## config.mk

```make
export PLATFORM = sky130hd
export DESIGN_NAME = dirty_line_chunk_coalescer_unit
export DESIGN_NICKNAME = d
export VERILOG_FILES = /design/src/sv/dlcc_pkg.sv /design/src/sv/dlcc_front.sv /design/src/sv/dlcc_queue.sv /design/src/sv/dlcc_back.sv /design/src/sv/dirty_line_chunk_coalescer_unit.sv
export SDC_FILE = /design/constraint.sdc
export NUM_CORES = 1
export LEC_CHECK = 0
export BUFFER_PORTS_ARGS = -buffer_cell sky130_fd_sc_hd__buf_2
export CELL_PAD_IN_SITES_DETAIL_PLACEMENT = 1
export CELL_PAD_IN_SITES_GLOBAL_PLACEMENT = 2
export CORE_MARGIN = 2
export CORE_UTILIZATION = 40
export CTS_BUF_LIST = sky130_fd_sc_hd__clkbuf_8
export DETAILED_ROUTE_END_ITERATION = 8
export PLACE_DENSITY = 0.86
export SYNTH_ARGS = -nofsm -noshare
export SYNTH_HDL_FRONTEND = slang
export SYNTH_HIERARCHICAL = 1
export SYNTH_SLANG_ARGS = --single-unit
```

## constraint.sdc

```tcl
create_clock -name clk -period 10.6 [get_ports clk]
set_input_delay 0 -clock clk [delete_from_list [all_inputs] [get_ports clk]]
set_output_delay 0 -clock clk [all_outputs]
set_load 0.05 [all_outputs]
```

## src/sv/dlcc_pkg.sv

```systemverilog
// Shared types and constants for the dirty line chunk coalescer.
// Used by every module of the block; depends on nothing else.
`default_nettype none

package dlcc_pkg;

    localparam int ACCUMULATORS_DEF = 4;
    localparam int QUEUE_DEPTH_DEF  = 4;

    localparam int ROW_W    = 12;
    localparam int LEFT_W   = 12;
    localparam int RIGHT_W  = 13;
    localparam int ROWS_W   = 8;
    localparam int BUF_W    = 4;
    localparam int OFFSET_W = 20;
    localparam int PROD_W   = ROWS_W + RIGHT_W;

    localparam int IN_DATA_W  = 40;
    localparam int OUT_DATA_W = 72;

    localparam logic [ROWS_W-1:0] CHUNK_LINES_RESET = 8'd16;
    localparam logic [ROWS_W-1:0] ROWS_CAP          = 8'hFF;

    // Input item kinds (tuser of the slave side).
    localparam logic KIND_LINE  = 1'b0;
    localparam logic KIND_FRAME = 1'b1;

    // Result kinds (tuser of the master side).
    localparam logic RES_PLACE = 1'b0;
    localparam logic RES_FLUSH = 1'b1;

    // One result on its way from the front to the back. For a placement,
    // left and right carry the window used for the width and rows carries
    // the rows already held; top is unused.
    typedef struct packed {
        logic                rkind;
        logic [BUF_W-1:0]    buf_idx;
        logic [LEFT_W-1:0]   left;
        logic [RIGHT_W-1:0]  right;
        logic [ROW_W-1:0]    top;
        logic [ROWS_W-1:0]   rows;
        logic                last;
    } op_t;

endpackage

`default_nettype wire

```

## src/sv/dlcc_front.sv

```systemverilog
// Front end of the coalescer (uses dlcc_pkg): takes input beats, holds the
// accumulators, chooses buffers, queues one result per cycle on q_ready.
`default_nettype none

module dlcc_front #(
    parameter int ACCUMULATORS = dlcc_pkg::ACCUMULATORS_DEF
) (
    input  wire logic                             clk,
    input  wire logic                             rst_n,
    input  wire logic                             in_valid,
    output logic                                  in_ready,
    input  wire logic                             in_kind,
    input  wire logic [dlcc_pkg::ROW_W-1:0]       in_row,
    input  wire logic [dlcc_pkg::LEFT_W-1:0]      in_left,
    input  wire logic [dlcc_pkg::RIGHT_W-1:0]     in_right,
    input  wire logic [dlcc_pkg::ROWS_W-1:0]      chunk_lines,
    output logic                                  q_push,
    output dlcc_pkg::op_t                         q_data,
    input  wire logic                             q_ready
);

    localparam int IDX_W = (ACCUMULATORS > 1) ? $clog2(ACCUMULATORS) : 1;

    typedef enum logic [1:0] {
        ST_IDLE,
        ST_LINE,
        ST_PLACE,
        ST_FRAME
    } state_t;

    state_t                              state_reg;
    logic [dlcc_pkg::LEFT_W-1:0]         acc_left_reg  [ACCUMULATORS];
    logic [dlcc_pkg::RIGHT_W-1:0]        acc_right_reg [ACCUMULATORS];
    logic [dlcc_pkg::ROW_W-1:0]          acc_top_reg   [ACCUMULATORS];
    logic [dlcc_pkg::ROWS_W-1:0]         acc_rows_reg  [ACCUMULATORS];
    logic [dlcc_pkg::ROW_W-1:0]          row_reg;
    logic [dlcc_pkg::LEFT_W-1:0]         left_reg;
    logic [dlcc_pkg::RIGHT_W-1:0]        right_reg;
    logic [IDX_W-1:0]                    sel_reg;

    logic [ACCUMULATORS-1:0]             match_vec;
    logic [ACCUMULATORS-1:0]             free_vec;
    logic [ACCUMULATORS-1:0]             victim_vec;
    logic [ACCUMULATORS-1:0]             nz_vec;
    logic [IDX_W-1:0]                    match_idx;
    logic [IDX_W-1:0]                    free_idx;
    logic [IDX_W-1:0]                    victim_idx;
    logic [IDX_W-1:0]                    nz_idx;
    logic                                match_any;
    logic                                free_any;
    logic                                nz_any;
    logic                                nz_single;
    logic [IDX_W-1:0]                    a_idx;
    logic [dlcc_pkg::ROWS_W-1:0]         a_rows;
    logic                                flush_need;
    logic [IDX_W-1:0]                    p_idx;
    logic [dlcc_pkg::ROWS_W-1:0]         p_rows;
    logic                                place_now;

    // Per-accumulator classification; all comparisons are independent.
    always_comb
    begin
        for (int i = 0; i < ACCUMULATORS; i++)
        begin
            nz_vec[i]    = (acc_rows_reg[i] != '0);
            free_vec[i]  = !nz_vec[i];
            match_vec[i] = nz_vec[i] && (acc_left_reg[i] == left_reg)
                           && (acc_right_reg[i] == right_reg)
                           && (({1'b0, acc_top_reg[i]} + 13'(acc_rows_reg[i]))
                               == {1'b0, row_reg});
            // The fullest one, first on a tie: strictly above every lower
            // index and not below any higher index.
            victim_vec[i] = 1'b1;
            for (int j = 0; j < ACCUMULATORS; j++)
            begin
                if ((j < i) && !(acc_rows_reg[i] > acc_rows_reg[j]))
                begin
                    victim_vec[i] = 1'b0;
                end
                if ((j > i) && (acc_rows_reg[j] > acc_rows_reg[i]))
                begin
                    victim_vec[i] = 1'b0;
                end
            end
        end
    end

    // Lowest set bit of each vector.
    always_comb
    begin
        match_idx  = '0;
        free_idx   = '0;
        victim_idx = '0;
        nz_idx     = '0;
        for (int i = ACCUMULATORS - 1; i >= 0; i--)
        begin
            if (match_vec[i])
            begin
                match_idx = IDX_W'(i);
            end
            if (free_vec[i])
            begin
                free_idx = IDX_W'(i);
            end
            if (victim_vec[i])
            begin
                victim_idx = IDX_W'(i);
            end
            if (nz_vec[i])
            begin
                nz_idx = IDX_W'(i);
            end
        end
    end

    assign match_any = |match_vec;
    assign free_any  = |free_vec;
    assign nz_any    = |nz_vec;
    assign nz_single = ((nz_vec & (nz_vec - 1'b1)) == '0);

    assign a_idx  = match_any ? match_idx : (free_any ? free_idx : victim_idx);
    assign a_rows = acc_rows_reg[a_idx];
    // No flush for a free buffer or a match that is not yet full.
    assign flush_need = (a_rows != '0)
                        && (!match_any || (a_rows == chunk_lines)
                            || (a_rows == dlcc_pkg::ROWS_CAP));

    assign place_now = ((state_reg == ST_LINE) && !flush_need) || (state_reg == ST_PLACE);
    assign p_idx     = (state_reg == ST_PLACE) ? sel_reg : a_idx;
    assign p_rows    = acc_rows_reg[p_idx];

    assign in_ready = (state_reg == ST_IDLE);

    always_comb
    begin
        q_push = 1'b0;
        q_data = '0;
        case (state_reg)
            ST_LINE, ST_PLACE:
            begin
                q_push = q_ready;
                if (place_now)
                begin
                    q_data.rkind   = dlcc_pkg::RES_PLACE;
                    q_data.buf_idx = dlcc_pkg::BUF_W'(p_idx);
                    q_data.left    = (p_rows == '0) ? left_reg  : acc_left_reg[p_idx];
                    q_data.right   = (p_rows == '0) ? right_reg : acc_right_reg[p_idx];
                    q_data.rows    = p_rows;
                    q_data.last    = 1'b1;
                end
                else
                begin
                    q_data.rkind   = dlcc_pkg::RES_FLUSH;
                    q_data.buf_idx = dlcc_pkg::BUF_W'(a_idx);
                    q_data.left    = acc_left_reg[a_idx];
                    q_data.right   = acc_right_reg[a_idx];
                    q_data.top     = acc_top_reg[a_idx];
                    q_data.rows    = a_rows;
                    q_data.last    = 1'b0;
                end
            end
            ST_FRAME:
            begin
                q_push         = q_ready && nz_any;
                q_data.rkind   = dlcc_pkg::RES_FLUSH;
                q_data.buf_idx = dlcc_pkg::BUF_W'(nz_idx);
                q_data.left    = acc_left_reg[nz_idx];
                q_data.right   = acc_right_reg[nz_idx];
                q_data.top     = acc_top_reg[nz_idx];
                q_data.rows    = acc_rows_reg[nz_idx];
                q_data.last    = nz_single;
            end
            default:
            begin
                q_push = 1'b0;
            end
        endcase
    end

    always_ff @(posedge clk or negedge rst_n)
    begin
        if (!rst_n)
        begin
            state_reg <= ST_IDLE;
            sel_reg   <= '0;
            row_reg   <= '0;
            left_reg  <= '0;
            right_reg <= '0;
            for (int i = 0; i < ACCUMULATORS; i++)
            begin
                acc_left_reg[i]  <= '0;
                acc_right_reg[i] <= '0;
                acc_top_reg[i]   <= '0;
                acc_rows_reg[i]  <= '0;
            end
        end
        else
        begin
            case (state_reg)
                ST_IDLE:
                begin
                    if (in_valid)
                    begin
                        row_reg   <= in_row;
                        left_reg  <= in_left;
                        right_reg <= in_right;
                        state_reg <= (in_kind == dlcc_pkg::KIND_FRAME) ? ST_FRAME : ST_LINE;
                    end
                end
                ST_LINE, ST_PLACE:
                begin
                    if (q_ready)
                    begin
                        if (place_now)
                        begin
                            if (p_rows == '0)
                            begin
                                acc_left_reg[p_idx]  <= left_reg;
                                acc_right_reg[p_idx] <= right_reg;
                                acc_top_reg[p_idx]   <= row_reg;
                            end
                            acc_rows_reg[p_idx] <= p_rows + 1'b1;
                            state_reg           <= ST_IDLE;
                        end
                        else
                        begin
                            sel_reg             <= a_idx;
                            acc_rows_reg[a_idx] <= '0;
                            state_reg           <= ST_PLACE;
                        end
                    end
                end
                ST_FRAME:
                begin
                    if (!nz_any)
                    begin
                        state_reg <= ST_IDLE;
                    end
                    else if (q_ready)
                    begin
                        acc_rows_reg[nz_idx] <= '0;
                    end
                end
                default:
                begin
                    state_reg <= ST_IDLE;
                end
            endcase
        end
    end

    // A line that had to flush first starts a fresh chunk of one row.
    a_place_after_flush: assert property (@(posedge clk) disable iff (!rst_n)
        (state_reg == ST_PLACE && q_ready) |=> (acc_rows_reg[$past(sel_reg)] == 8'd1))
        else $error("buffer reused after a flush does not hold exactly one row");

    a_flush_empties: assert property (@(posedge clk) disable iff (!rst_n)
        (state_reg == ST_LINE && q_ready && flush_need)
        |=> (acc_rows_reg[$past(a_idx)] == '0) && (state_reg == ST_PLACE))
        else $error("line flush did not empty its buffer");

    a_frame_last: assert property (@(posedge clk) disable iff (!rst_n)
        (state_reg == ST_FRAME && q_push && q_data.last) |=> !nz_any)
        else $error("frame end marked last while buffers still hold rows");

endmodule

`default_nettype wire

```

## src/sv/dlcc_queue.sv

```systemverilog
// Short first-in first-out queue of result operations between the front
// and back ends of the coalescer. Uses dlcc_pkg for the operation type.
`default_nettype none

module dlcc_queue #(
    parameter int DEPTH = dlcc_pkg::QUEUE_DEPTH_DEF
) (
    input  wire logic          clk,
    input  wire logic          rst_n,
    input  wire logic          push,
    input  wire dlcc_pkg::op_t push_data,
    output logic               push_ready,
    output logic               pop_valid,
    output dlcc_pkg::op_t      pop_data,
    input  wire logic          pop
);

    localparam int PTR_W = (DEPTH > 1) ? $clog2(DEPTH) : 1;
    localparam int CNT_W = $clog2(DEPTH + 1);

    dlcc_pkg::op_t       entry_reg [DEPTH];
    logic [PTR_W-1:0]    wr_ptr_reg;
    logic [PTR_W-1:0]    rd_ptr_reg;
    logic [CNT_W-1:0]    count_reg;
    logic                do_push;
    logic                do_pop;

    assign push_ready = (count_reg != CNT_W'(DEPTH));
    assign pop_valid  = (count_reg != '0);
    assign pop_data   = entry_reg[rd_ptr_reg];
    assign do_push    = push && push_ready;
    assign do_pop     = pop && pop_valid;

    always_ff @(posedge clk)
    begin
        if (do_push)
        begin
            entry_reg[wr_ptr_reg] <= push_data;
        end
    end

    always_ff @(posedge clk or negedge rst_n)
    begin
        if (!rst_n)
        begin
            wr_ptr_reg <= '0;
            rd_ptr_reg <= '0;
            count_reg  <= '0;
        end
        else
        begin
            if (do_push)
            begin
                wr_ptr_reg <= (wr_ptr_reg == PTR_W'(DEPTH - 1)) ? '0 : wr_ptr_reg + 1'b1;
            end
            if (do_pop)
            begin
                rd_ptr_reg <= (rd_ptr_reg == PTR_W'(DEPTH - 1)) ? '0 : rd_ptr_reg + 1'b1;
            end
            if (do_push && !do_pop)
            begin
                count_reg <= count_reg + 1'b1;
            end
            else if (do_pop && !do_push)
            begin
                count_reg <= count_reg - 1'b1;
            end
        end
    end

endmodule

`default_nettype wire

```

## src/sv/dlcc_back.sv

```systemverilog
// Back end of the coalescer: pops result operations, works out the row
// offset of a placement and holds the result beat in the output register.
// Uses dlcc_pkg.
`default_nettype none

module dlcc_back (
    input  wire logic                                 clk,
    input  wire logic                                 rst_n,
    input  wire logic                                 q_valid,
    input  wire dlcc_pkg::op_t                        q_data,
    output logic                                      q_pop,
    output logic                                      m_axis_tvalid,
    input  wire logic                                 m_axis_tready,
    output logic [dlcc_pkg::OUT_DATA_W-1:0]           m_axis_tdata,
    output logic                                      m_axis_tuser,
    output logic                                      m_axis_tlast
);

    logic                                out_valid_reg;
    logic [dlcc_pkg::OUT_DATA_W-1:0]     out_data_reg;
    logic                                out_user_reg;
    logic                                out_last_reg;
    logic [dlcc_pkg::RIGHT_W-1:0]        width;
    logic [dlcc_pkg::PROD_W-1:0]         product;
    logic [dlcc_pkg::OFFSET_W-1:0]       offset;
    logic [dlcc_pkg::OUT_DATA_W-1:0]     data_next;

    assign q_pop = q_valid && (!out_valid_reg || m_axis_tready);

    // A reversed or empty span has zero width.
    assign width = ({1'b0, q_data.left} < q_data.right)
                   ? (q_data.right - {1'b0, q_data.left}) : '0;
    assign product = dlcc_pkg::PROD_W'(q_data.rows) * dlcc_pkg::PROD_W'(width);
    assign offset  = product[dlcc_pkg::OFFSET_W-1:0];

    always_comb
    begin
        data_next = '0;
        data_next[3:0] = q_data.buf_idx;
        if (q_data.rkind == dlcc_pkg::RES_FLUSH)
        begin
            data_next[15:4]  = q_data.left;
            data_next[28:16] = q_data.right;
            data_next[40:29] = q_data.top;
            data_next[48:41] = q_data.rows;
        end
        else
        begin
            data_next[68:49] = offset;
        end
    end

    always_ff @(posedge clk)
    begin
        if (q_pop)
        begin
            out_data_reg <= data_next;
            out_user_reg <= q_data.rkind;
            out_last_reg <= q_data.last;
        end
    end

    always_ff @(posedge clk or negedge rst_n)
    begin
        if (!rst_n)
        begin
            out_valid_reg <= 1'b0;
        end
        else if (q_pop)
        begin
            out_valid_reg <= 1'b1;
        end
        else if (m_axis_tready)
        begin
            out_valid_reg <= 1'b0;
        end
    end

    assign m_axis_tvalid = out_valid_reg;
    assign m_axis_tdata  = out_data_reg;
    assign m_axis_tuser  = out_user_reg;
    assign m_axis_tlast  = out_last_reg;

endmodule

`default_nettype wire

```

## src/sv/dirty_line_chunk_coalescer_unit.sv

```systemverilog
// Top level of the dirty line chunk coalescer: configuration register and
// the front end, queue and back end. Depends on dlcc_pkg and the dlcc_ modules.
`default_nettype none

// The coalescer gathers dirty scanline spans into rectangular chunks for a
// panel transfer, using ACCUMULATORS staging buffers. A line beat (tuser 0)
// extends the lowest buffer with the same x range whose next row is this
// line, or else takes the lowest empty buffer, or else flushes the fullest
// buffer (lowest index on a tie) and reuses it; a buffer that already holds
// chunk_lines rows, or 255 rows, is flushed first. Every line ends with one
// placement beat giving the buffer and the pixel offset of the row (rows held
// times the span width), so a line gives one or two result beats. An
// end-of-frame beat (tuser 1) flushes every non-empty buffer in index order,
// one flush beat each, and gives no beat at all when every buffer is empty.
// tlast marks the final result beat of each input beat. A line beat is
// accepted, then decided and queued, after a flush if one is needed; an end
// of frame is accepted, flushes each non-empty buffer and ends on finding
// every buffer empty. No beat is taken until the front end is idle again;
// its decision sequencer queues one result per cycle while the queue has
// room. Results pass a short queue and a registered output stage, so the
// front end keeps working while the master side stalls until the queue
// fills. The user must write chunk_lines through cfg_wr_en and cfg_wr_data
// only while the block is idle, not enforced by the block; it resets to 16.
module dirty_line_chunk_coalescer_unit #(
    parameter int ACCUMULATORS = dlcc_pkg::ACCUMULATORS_DEF,
    parameter int QUEUE_DEPTH  = dlcc_pkg::QUEUE_DEPTH_DEF
) (
    input  wire logic                                 clk,
    input  wire logic                                 rst_n,
    // Configuration: chunk_lines.
    input  wire logic                                 cfg_wr_en,
    input  wire logic [dlcc_pkg::ROWS_W-1:0]          cfg_wr_data,
    // Input beats.
    input  wire logic                                 s_axis_tvalid,
    output logic                                      s_axis_tready,
    // tdata from bit 0: line_row[11:0], span_left[23:12], span_right[36:24],
    // zero fill [39:37].
    input  wire logic [dlcc_pkg::IN_DATA_W-1:0]       s_axis_tdata,
    // tuser: kind (0 dirty line, 1 end of frame).
    input  wire logic                                 s_axis_tuser,
    // Result beats.
    output logic                                      m_axis_tvalid,
    input  wire logic                                 m_axis_tready,
    // tdata from bit 0: buffer_index[3:0], chunk_left[15:4], chunk_right[28:16],
    // chunk_top[40:29], chunk_rows[48:41], row_offset[68:49], zero fill [71:69].
    output logic [dlcc_pkg::OUT_DATA_W-1:0]           m_axis_tdata,
    // tuser: result_kind (0 placement, 1 flush). tlast: last.
    output logic                                      m_axis_tuser,
    output logic                                      m_axis_tlast
);

    logic [dlcc_pkg::ROWS_W-1:0]  chunk_lines_reg;
    logic                         q_push;
    dlcc_pkg::op_t                q_push_data;
    logic                         q_push_ready;
    logic                         q_pop_valid;
    dlcc_pkg::op_t                q_pop_data;
    logic                         q_pop;

    always_ff @(posedge clk or negedge rst_n)
    begin
        if (!rst_n)
        begin
            chunk_lines_reg <= dlcc_pkg::CHUNK_LINES_RESET;
        end
        else if (cfg_wr_en)
        begin
            chunk_lines_reg <= cfg_wr_data;
        end
    end

    dlcc_front #(
        .ACCUMULATORS (ACCUMULATORS)
    ) u_front (
        .clk         (clk),
        .rst_n       (rst_n),
        .in_valid    (s_axis_tvalid),
        .in_ready    (s_axis_tready),
        .in_kind     (s_axis_tuser),
        .in_row      (s_axis_tdata[11:0]),
        .in_left     (s_axis_tdata[23:12]),
        .in_right    (s_axis_tdata[36:24]),
        .chunk_lines (chunk_lines_reg),
        .q_push      (q_push),
        .q_data      (q_push_data),
        .q_ready     (q_push_ready)
    );

    dlcc_queue #(
        .DEPTH (QUEUE_DEPTH)
    ) u_queue (
        .clk        (clk),
        .rst_n      (rst_n),
        .push       (q_push),
        .push_data  (q_push_data),
        .push_ready (q_push_ready),
        .pop_valid  (q_pop_valid),
        .pop_data   (q_pop_data),
        .pop        (q_pop)
    );

    dlcc_back u_back (
        .clk           (clk),
        .rst_n         (rst_n),
        .q_valid       (q_pop_valid),
        .q_data        (q_pop_data),
        .q_pop         (q_pop),
        .m_axis_tvalid (m_axis_tvalid),
        .m_axis_tready (m_axis_tready),
        .m_axis_tdata  (m_axis_tdata),
        .m_axis_tuser  (m_axis_tuser),
        .m_axis_tlast  (m_axis_tlast)
    );

    // A placement always closes the results of its line.
    a_place_is_last: assert property (@(posedge clk) disable iff (!rst_n)
        (m_axis_tvalid && m_axis_tuser == dlcc_pkg::RES_PLACE) |-> m_axis_tlast)
        else $error("placement beat without tlast");

    // Empty buffers are never flushed.
    a_flush_not_empty: assert property (@(posedge clk) disable iff (!rst_n)
        (m_axis_tvalid && m_axis_tuser == dlcc_pkg::RES_FLUSH)
        |-> (m_axis_tdata[48:41] != '0))
        else $error("flush beat with zero rows");

endmodule

`default_nettype wire
```

Word level (Yosys, flattened, before mapping)
Memory sizes are Yosys's and may differ from the RTL's. Cells that the tools add are included.

Add/sub/neg operators: 11. Multiply operators: 1. $lt $le $gt $ge: 13. Equality and inequality tests: 25. Mux-type cells: 105. Bitwise logic cells: 9. Reductions and logical operators: 57.

Operators with widths (count): $mux 12 (13); $mux 32 (4); $bmux 12 s2 (5); $mux 13 (9); $pmux 51 s2 (1); $bwmux 48 (2); $bmux 13 s2 (3); $mux 8 (9); $and 32x32->32 (2); $not 32->32 (2); $pmux 32 s2 (1); $add 12x8->13 (4); $bwmux 52 (1); $eq 13x12->1 (4); $eq 13x13->1 (4); $mux 2 (26); $bmux 8 s2 (3); $demux 8 s2 (3); $eq 12x12->1 (4); $gt 8x8->1 (6); $reduce_bool 8->1 (5); $bwmux 32 (1); $mux 30 (1); $demux 13 s2 (1); other kinds (39) (107).

Register bits: 308. Bits in writable memories: 204. Input bits: 54. Output and inout port bits: 76. Word-level logic and storage cells: 253. Memories kept: 1.

Memory list: u_queue.entry_reg (words 4, width 51, rd ports 1, clocked after Yosys merged registers in 0, wr ports 1, RTL line dlcc_queue.sv:21) `dlcc_pkg::op_t entry_reg [DEPTH];`.

Longest topological paths before layout
Gate-level depths: netlist (run 1).

Depth in word-level cells: 24. Gate-level depth with buffers: 29.

By module
The synthesis (run 1) kept the hierarchy.

Modules (own cells, without submodules): dlcc_front (times used 1, cells each 2143, area each 19185.9 um2, seq. area each 5530.3 um2); dlcc_queue (times used 1, cells each 303, area each 7786.2 um2, seq. area each 6301.0 um2); dlcc_back (times used 1, cells each 624, area each 6596.3 um2, seq. area each 2157.1 um2); dirty_line_chunk_coalescer_unit (times used 1, cells each 17, area each 332.8 um2, seq. area each 201.4 um2).

Worst setup path before layout (run 1)
Ideal clock, no wire load.

Path kind: register to register. Start point: reg u_queue.rd_ptr_reg[0]. End point: reg u_back.out_data_reg, in the netlist u_back/m_axis_tdata[68] (data pin). Setup time: 0.265 ns. Arrival time: 7.035 ns. Slack: 3.300 ns. Stages on the path, launching flop included: 29. Path buffers: 2. Period minus slack after synthesis: 7.300 ns. Path through: dfrtp_1 -> buf_2 -> buf_4 -> mux4_2 -> inv_1 -> ha_1 -> inv_1 -> fa_1 -> a211o_2 -> o211ai_1 -> or2b_1 -> a21oi_1 -> xnor2_1 -> and2_0 -> and2_1 -> fa_1 -> fa_1 -> fa_1 -> inv_1 -> fa_1 -> inv_1 -> ha_1 -> o21a_1 -> o2111a_1 -> o41ai_1 -> a32oi_1 -> a221oi_1 -> o21ai_1 -> nor3b_2.

RTL lines: start: declaration (RTL line dlcc_queue.sv:23) `logic [PTR_W-1:0] rd_ptr_reg;`; start signal: assignment (RTL line dlcc_queue.sv:58) `rd_ptr_reg <= (rd_ptr_reg == PTR_W'(DEPTH - 1)) ? '0 : rd_ptr_reg + 1'b1;`; end signal: assignment (RTL line dlcc_back.sv:57) `out_data_reg <= data_next;`; end: declaration (RTL line dlcc_back.sv:20) `logic [dlcc_pkg::OUT_DATA_W-1:0] out_data_reg;`.

==> results of run 1 <==
## through the flow
| step | utilization (%) | hold slack [ns] | area, um^2 | setup slack, ns | cells |
|---|---|---|---|---|---|
| 2_1_floorplan | - | -0.296 | 33900 | 3.30 | 3090 |
| 3_3_place_gp | 42.2 | 0.119 | 35400 | 2.01 | 4192 |
| 3_5_place_dp | 42.2 | 0.125 | 35400 | 1.84 | 4192 |
| 4_1_cts | 45.5 | 0.0000806 | 38100 | 1.80 | 4433 |
| 5_1_grt | 45.5 | 0.0156 | 38100 | 1.29 | 4434 |
| 6_report | 45.5 | 0.0468 | 38100 | 1.89 | 4434 |
## how the worst max path moves through the flow
stage	endpoint	slack, ns	from
after floorplan	u_back/m_axis_tdata[68]	3.30	u_queue/rd_ptr_reg[0]
after global placement	u_back/m_axis_tdata[68]	2.01	u_queue/rd_ptr_reg[0]
after detailed placement	u_back/m_axis_tdata[68]	1.84	u_queue/rd_ptr_reg[0]
after CTS	u_back/m_axis_tdata[68]	1.80	u_queue/rd_ptr_reg[0]
after global routing	u_back/m_axis_tdata[68]	1.29	u_queue/rd_ptr_reg[0]
final	u_back/m_axis_tdata[68]	1.89	u_queue/rd_ptr_reg[0]
## routing by layer
metal	vias up	global-route usage, %	routed length, um
met5	-	0	0
met4	0	11.5	4980
met3	312	5.37	8290
met2	1082	44.2	54800
met1	13600	34.5	48800
li1	11600	-	-
## worst register-to-register path: stages (launching register included)
cell and delay [ns]:
sky130_fd_sc_hd__dfrtp_4 1.12, sky130_fd_sc_hd__mux4_2 0.66, sky130_fd_sc_hd__ha_1 0.41, sky130_fd_sc_hd__nand3_1 0.14, sky130_fd_sc_hd__o21bai_1 0.22, sky130_fd_sc_hd__a311oi_1 0.36
sky130_fd_sc_hd__o211a_1 0.20, sky130_fd_sc_hd__buf_4 0.49, sky130_fd_sc_hd__and2_1 0.27, sky130_fd_sc_hd__nand2_1 0.09, sky130_fd_sc_hd__fa_1 0.53, sky130_fd_sc_hd__fa_1 0.50
sky130_fd_sc_hd__inv_1 0.06, sky130_fd_sc_hd__fa_1 0.53, sky130_fd_sc_hd__inv_1 0.06, sky130_fd_sc_hd__fa_1 0.53, sky130_fd_sc_hd__inv_1 0.04, sky130_fd_sc_hd__ha_1 0.32
sky130_fd_sc_hd__o21ai_2 0.11, sky130_fd_sc_hd__a21oi_1 0.14, sky130_fd_sc_hd__o41ai_1 0.68, sky130_fd_sc_hd__a32oi_1 0.32, sky130_fd_sc_hd__a221oi_1 0.39, sky130_fd_sc_hd__o21ai_1 0.10
sky130_fd_sc_hd__nor3b_2 0.16
## synthesized netlist by cell type (20+ instances only)
cell type,instances,area share (%)
sky130_fd_sc_hd__a211o_1,20,0.52
sky130_fd_sc_hd__a211oi_1,27,0.60
sky130_fd_sc_hd__a21o_1,26,0.58
sky130_fd_sc_hd__a21oi_1,96,1.4
sky130_fd_sc_hd__a22o_1,22,0.57
sky130_fd_sc_hd__a31oi_1,71,1.3
sky130_fd_sc_hd__and2_1,71,1.3
sky130_fd_sc_hd__and3_1,106,2.0
sky130_fd_sc_hd__buf_2,52,0.77
sky130_fd_sc_hd__buf_4,22,0.49
sky130_fd_sc_hd__clkbuf_1,104,1.2
sky130_fd_sc_hd__dfrtp_1,236,17
sky130_fd_sc_hd__edfxtp_1,275,24
sky130_fd_sc_hd__fa_1,71,4.2
sky130_fd_sc_hd__ha_1,143,5.3
sky130_fd_sc_hd__inv_1,158,1.7
sky130_fd_sc_hd__mux2_2,188,6.2
sky130_fd_sc_hd__mux2_4,40,1.8
sky130_fd_sc_hd__mux2i_1,95,2.8
sky130_fd_sc_hd__mux4_2,51,3.4
sky130_fd_sc_hd__nand2_1,336,3.7
sky130_fd_sc_hd__nand3_1,40,0.59
sky130_fd_sc_hd__nand4_1,43,0.79
sky130_fd_sc_hd__nor2_1,84,0.93
sky130_fd_sc_hd__nor2b_1,30,0.55
sky130_fd_sc_hd__nor3_1,50,0.74
sky130_fd_sc_hd__nor4_1,35,0.65
sky130_fd_sc_hd__o21ai_0,86,1.3
sky130_fd_sc_hd__o221ai_1,46,1.2
sky130_fd_sc_hd__xnor2_1,112,2.9
sky130_fd_sc_hd__xor2_1,73,1.9
## cells by family (layout without fill, tap and decap cells)
group,after synthesis,count (layout),share of synthesized area (%)
other,2,6,0.0222
buffers and inverters,357,566,4.54
AO/OA/AOI/OAI,546,546,11.3
flip-flops,512,512,41.9
multiplexers,376,376,14.3
AND/OR/NAND/NOR,893,893,13.7
XOR/XNOR,187,187,4.92
adder cells (fa/ha/maj),214,214,9.47
## what timing repair did
| action | 4_1_cts | 5_1_grt |
|---|---|---|
| buffers inserted | 0 | 0 |
| hold buffers | 74 | 0 |
| hold endpoints to repair | 161 | 0 |
## area by class of cell
class | count | area, um^2 | area share, %
inverters | 158 | 593 | 1.56
clock inverters | 60 | 483 | 1.27
multi-input cells | 2221 | 18200 | 47.8
well taps | 1134 | 1420 | 3.72
diodes | 1 | 2.50 | 0.00657
clock buffers | 107 | 1470 | 3.86
repair buffers | 241 | 1710 | 4.50
flip-flops and latches | 512 | 14200 | 37.2
==> results, run 1 <==
- The standard cell core area is 83800 um^2.
- The residual antenna-violating net count after detailed routing is 0.
- The share of synthesized flip-flops with an asynchronous set or reset is 46.3%.
- The average size of a mapped cell is 11.0 um^2.
- The endpoint arrival time on the critical path is 9.16 ns.
- The later-pin clock latency in the skew report is 0.75 ns.
- In this run the horizontal extent of the chip is 295 um.
- The worst clock skew is 0.0675 ns.
- Timing would allow up to 0.115 GHz.
- The launch point of the worst hold path is s_axis_tdata[16].
- The ratio of cells with drive above 1 in the final layout is 19.9%.
- The kind of cell with the highest combined delay along the critical path is adder cells.
- The top cell types in the final layout, fill and taps aside, are sky130_fd_sc_hd__nand2_1, sky130_fd_sc_hd__edfxtp_1, sky130_fd_sc_hd__dfrtp_1.
- From bottom edge to top edge, the die measures 295 um.
- At the end of the flow, the number of nets in the layout was 3494.
- The post-synthesis to final-layout area growth is 12.4%.
- The sort of element at the end of the critical path is a flip-flop.
- Counting instances, the worst hold path has a depth of 3.
- By startpoint and endpoint, the worst setup path is classified as flip-flop to flip-flop.
- For this run, the total global-route usage over all layers was measured as 26.9%.
- The worst reg-to-reg path cell count is 24.
- The number of remaining DRC errors is 0.
- The detailed placement HPWL is 80700 um.
- The run finished with clean final reports.
- The total die area is 87100 um^2.
- Of the available clock period, the critical path in the final layout requires 82.2%.
- The leading register cell type out of synthesis is sky130_fd_sc_hd__edfxtp_1.
- Synthesis produced a netlist whose cell count is 3087.
- The initial core utilization is 40.4%.
- The unique cell type count in the Yosys netlist is 108.
- The worst relative slew slack is 19.3%.
- No sink is reached through more buffers than the 3 on the longest clock path.
- The slack of the worst reg-to-reg path is 1.89 ns.
- The slew of the pin with the lowest slew margin is 1.21 ns.
- Dividing the detail-routed wire length by the instance count gives 26.4 um.
- The combined buffer and inverter count along the critical path is 4.
- The cell with the largest stage delay on the worst path is sky130_fd_sc_hd__dfrtp_4.
- The count of TritonRoute iterations in the first routing pass is 6.
- In this run the worst hold path is classified as input port to flip-flop.
- The first-pass GRT wire length is 177000 um.
- The fill cell total of the finished layout is 9083.
- The worst register-to-register path begins at u_queue/rd_ptr_reg[0].
- The portion of the post-synthesis area used by sequential elements is 41.9%.
- In this run, synthesis produced a sequential element count of 512.
- After clock tree synthesis, the clock-pin slew on the worst setup and hold paths is 0.06 ns.
- The peak fanout along the critical path is 78.
- The initial antenna violation count is 6.
- The TritonCTS clock tree is yes.
- Across all layers, the routed design uses 26700 vias.
- The critical path goes through mux4_2 -> ha_1 -> nand3_1 -> o21bai_1 -> a311oi_1 -> o211a_1 -> buf_4 -> and2_1 -> nand2_1 -> fa_1 -> fa_1 -> inv_1 -> fa_1 -> inv_1 -> fa_1 -> inv_1 -> ha_1 -> o21ai_2 -> a21oi_1 -> o41ai_1 -> a32oi_1 -> a221oi_1 -> o21ai_1 -> nor3b_2.
- For this run, the number of Yosys warnings is 6.
- The number of logic stages on the critical path including buffering is 24.
- The max-capacitance violation count is 0.
- The clock sink count is 512.
- The register with the most flip-flops in the layout has 204 of them.
- The type of element launching the critical path is a flip-flop.
- Setup repair after global routing left no endpoint under its margin.
- The highest cell delay on the worst timing path is 1.12 ns.
- The library cell used most frequently in the layout, excluding fill and tap cells, is sky130_fd_sc_hd__nand2_1.
- The H-tree depth is 3.
- The DRC marker count from the first detailed-route iteration is 2178.
- The cell area that synthesis handed to floorplanning was 33900 um^2.
- The required time of the worst setup path is 11.05 ns.
- The most frequent cell on the critical path is sky130_fd_sc_hd__fa_1.
- The number of failing hold endpoints at the final stage is 0.
- The floorplan row count is 106.
- The number of buffers created by CTS is 92.
- The last weighted congestion value of the routability-driven placer is 0.926.
- The cell sitting at the root of the clock tree is a sky130_fd_sc_hd__clkbuf_8.
- The reg-to-reg critical path endpoint is u_back/m_axis_tdata[68].
- Post-CTS repair changed the size of 0 cells.
- The count of input and output buffers is 123.
- The leftover overflow at the end of global routing is 0.
- The sink of the worst hold path is u_front/left_reg[4].
- The final layout contains routed wiring with a total length of 117000 um.
- The via count of the first global-routing pass came to 28500.
- During I/O placement, the number of pins put on the boundary was 130.
- The shortest period the worst path allows is 8.71 ns.
- The final setup TNS is 0 ns.
- The maximum number of pins on one net before global-route repair is 104.
- The number of vias per cell after detailed routing is 6.01.
- The number of enable-type register cells in the synthesized netlist is 275.
- The count of final setup violators is 0.
- The max-slew violation count was 0.
Power of run 1 is left out: the tool's default activity adds up to more than one toggle a clock period on the data nets, which glitch-free logic cannot reach.
==> run 2: changes to the inputs <==
ABC_AREA = 1   (was unset)
CORE_UTILIZATION = 39   (was 40)
PLACE_DENSITY = 0.91   (was 0.86)
clock period = 8.1 ns   (was 10.6 ns; I/O delays follow)
==> run 2 against run 1 <==
Wire length is 20% higher; core utilization decreased by 1.3 points; worst setup slack got worse by 1.3 ns; worst hold slack improved by 0.0071 ns; die area up 11%; cell area is 8.4% higher; flip-flop and latch count stayed put; non-clock buffer count grew 61; global-route usage up 1.7 points; synthesized cell count increased by 51%.
==> results, run 2 <==
- The via count of the first global-routing pass is 34900.
- The TritonCTS clock tree is yes.
- The unique cell type count in the Yosys netlist is 71.
- The endpoint arrival time on the critical path is 8.24 ns.
- The floorplan row count is 112.
- In the layout the commonest cells are sky130_fd_sc_hd__nand2_1, sky130_fd_sc_hd__inv_1, sky130_fd_sc_hd__nor2_1.
- The type of element launching the critical path is a flip-flop.
- Among all cell types in the netlist, the one instantiated most often is sky130_fd_sc_hd__nand2_1.
- Entering global routing, the biggest net connects 95 pins.
- The global-route total usage across every layer is 28.5%.
- Each instance of the synthesized netlist takes up on average 7.91 um^2.
- Dividing the final minimum period by the clock period gives 92.8%.
- The wire length per cell is 22.8 um.
- The maximum frequency from static timing analysis is 0.133 GHz.
- The max-slew violation count is 0.
- The flow ran to the end, and the final reports show no timing, DRC or antenna violations.
- The final setup TNS is 0 ns.
- The number of buffers created by CTS is 94.
- For this run, design rule violations remaining after detail routing come to 0.
- In the synthesized netlist the dominant register cell turns out to be sky130_fd_sc_hd__edfxtp_1.
- The class of the most critical setup path is flip-flop to flip-flop.
- The layout has 11400 filler cells.
- The number of failing hold endpoints at the final stage is 0.
- The synthesized netlist occupies a cell area of 36900 um^2.
- The most numerous cell type found on the critical path is sky130_fd_sc_hd__nand2_1.
- For the pin with the worst max-slew slack, the measured transition is 1.10 ns.
- For this block, the via count after detailed routing is 34300.
- Summed over all layers, the global routing overflow is 0.
- The smallest clock period supported by the final layout is computed as 7.51 ns.
- After the first detailed-routing iteration, the DRC count stood at 2836.
- The synthesized netlist devotes 10.7% of its cell area to compound gates.
- The initial antenna violation count is 3.
- The largest family of logic cells by synthesized area is simple AND/OR/NAND/NOR gates.
- The die extent in y is 312 um.
- The initial core utilization is 39.5%.
- Summing the sequential cell areas from Yosys gives 38.5% of the chip area.
- The cell with the largest stage delay on the worst path is sky130_fd_sc_hd__nor2_2.
- Clock-pin slew was measured on the worst setup and hold paths at 0.07 ns.
- At the end of routability-driven placement, the weighted congestion stood at 0.968.
- The adder-cell share of the synthesized area is 8.71%.
- Cells with a size suffix above 1 make up 10.4% of the layout.
- In the global route stage, met2 resource usage came out at 45.7%.
- For this run, the slowest stage of the critical path takes 0.64 ns.
- The first global-routing pass estimated 213000 um of wire.
- The required time of the worst setup path is 8.83 ns.
- Of all nets on the critical path, the largest fanout is 26.
- Input and output buffers added on the ports amount to 123.
- The sort of element at the end of the critical path is a flip-flop.
- The clock sink count is 512.
- The slack of the worst reg-to-reg path is 0.59 ns.
- The die is 312 um wide.
- The detail route stage leaves a number of antenna-violating nets equal to 0.
- Ranked by instance count, the synthesized netlist is headed by sky130_fd_sc_hd__nand2_1, sky130_fd_sc_hd__inv_1, sky130_fd_sc_hd__nor2_1, sky130_fd_sc_hd__edfxtp_1, sky130_fd_sc_hd__nand4_1.
- The most common library cell in the layout ignoring fill and taps is sky130_fd_sc_hd__nand2_1.
- For this run, the detailed router's first-pass iteration total came to 5.
- The number of enable-type register cells in the synthesized netlist is 275.
- Synthesis inferred 512 register bits.
- The global-route track usage on met3 is 5.24%.
- The simple-gate share of the synthesized area is 27.0%.
- The worst relative slew slack is 26.1%.
- Sorting the synthesized cells by area gives the leading types as sky130_fd_sc_hd__edfxtp_1, sky130_fd_sc_hd__dfrtp_1, sky130_fd_sc_hd__nand2_1, sky130_fd_sc_hd__inv_1, sky130_fd_sc_hd__ha_1.
- The register with the most flip-flops in the layout has 204 of them.
- The number of nets in the finished design is 5078.
- The count of buffers added by post-CTS timing repair for setup is 0.
- The core region is 93500 um^2.
- Of all cell types, the one taking the most synthesized area is sky130_fd_sc_hd__edfxtp_1.
- The routing layer with the top usage in global route is met2.
- The mux contribution to synthesized area is 0.947%.
- The xor and xnor fraction of the mapped netlist area is 4.00%.
- The gate family responsible for the most delay along the worst path is simple AND/OR/NAND/NOR gates.
- The tool flagged a number of max-cap violations equal to 0.
- The clock reaches the later pin of the worst-skew pair after 0.80 ns.
- The routed design has 140000 um of wire.
- The count of final setup violators is 0.
- During I/O placement, the number of pins put on the boundary was 130.
- The combined buffer and inverter count along the critical path is 3.
- The worst clock skew is 0.0634 ns.
- The count of mapped cells out of synthesis is 4662.
- The library cell used as clock root buffer is sky130_fd_sc_hd__clkbuf_8.
- In the routed layout, each cell is associated on average with a via count of 5.59.
- Setup repair after global routing left no endpoint under its margin.
- The total die area is 97000 um^2.
- The tightest min-delay check is of the input port to flip-flop type.
- During synthesis, Yosys emitted a total of 6 warnings.
- The detailed placement HPWL is 99500 um.
- The post-synthesis to final-layout area growth is 12.0%.
- No sink is reached through more buffers than the 3 on the longest clock path.
- The global routing met1 resource utilization is 38.0%.
- The clock tree synthesis step divided the H-tree into 3 levels.
- The share of synthesized area in the top cell type comes to 22.4%.
- For this run, asynchronously set or reset flops after synthesis account for 46.3%.
## run 2: cell count changes after synthesis, sizes merged, moves of 112 or more
cell   change
mux2     -199
and3     -112
nand4    +197
nor2     +243
nand3    +175
nand2   +1043
inv      +458
## run 2: timing repair
item / 4_1_cts / 5_1_grt
hold buffers: 103 / 0
gates resized for setup: 0 / 0
setup endpoints to repair: 0 / 0
endpoints found under the hold margin: 297 / 0
## run 2: final cells by class
| class | instances | area (um^2) | area share (%) |
|---|---|---|---|
| repair buffers | 302 | 2290 | 5.55 |
| inverters | 628 | 2360 | 5.71 |
| well taps | 1254 | 1570 | 3.80 |
| clock inverters | 51 | 327 | 0.790 |
| multi-input cells | 3272 | 19000 | 46.0 |
| clock buffers | 114 | 1570 | 3.80 |
| diodes | 1 | 2.50 | 0.00606 |
| flip-flops and latches | 512 | 14200 | 34.4 |
## run 2: layer usage
metal,share of wire (%),up-vias
met5,0.0086,-
li1,-,15800
met4,4.1,2
met1,43,17000
met2,45,1241
met3,7.2,328
## run 2: path summary, 6_finish.rpt
kind                                     startpoint                       end  cells after the start
min                                   m_axis_tready      u_back/m_axis_tvalid                      5
min reg2reg                    u_queue/count_reg[2]      u_queue/count_reg[2]                      2
max                        u_front/acc_rows_reg[17]      u_front/state_reg[1]                     32
max in group asynchronous                     rst_n  u_front/acc_left_reg[17]                      4
max reg2reg                u_front/acc_rows_reg[17]      u_front/state_reg[1]                     32
min in group asynchronous                     rst_n    u_front/acc_top_reg[9]                      4
## run 2: logic make-up after synthesis
family | Yosys count
simple gates | 2274
buf+inv | 881
compound gates | 583
flops | 512
fa+ha+maj | 214
xor+xnor | 165
mux | 31
other cells | 2
## run 2: worst reg2reg max path: cells and delay by family, from the launching register on
family	cells	cell delay (ns)
AO/OA/AOI/OAI	2	0.42
XOR/XNOR	1	0.21
adder cells (fa/ha/maj)	1	0.53
buffers and inverters	3	1.54
flip-flops	1	0.49
AND/OR/NAND/NOR	25	4.26
## run 2: metrics by stage
stage / cells / hold WS (ns) / utilization [%] / cell area [um^2] / worst slack [ns]
2_1_floorplan: 4665 / -0.296 / - / 36900 / 1.94
3_3_place_gp: 5865 / -0.0401 / 41.0 / 38400 / 1.12
3_5_place_dp: 5865 / -0.0362 / 41.0 / 38400 / 1.01
4_1_cts: 6133 / 0.00631 / 44.2 / 41300 / 0.827
5_1_grt: 6134 / 0.0527 / 44.2 / 41300 / 0.163
6_report: 6134 / 0.0540 / 44.2 / 41300 / 0.587
Power of run 2 is left out for the same reason.
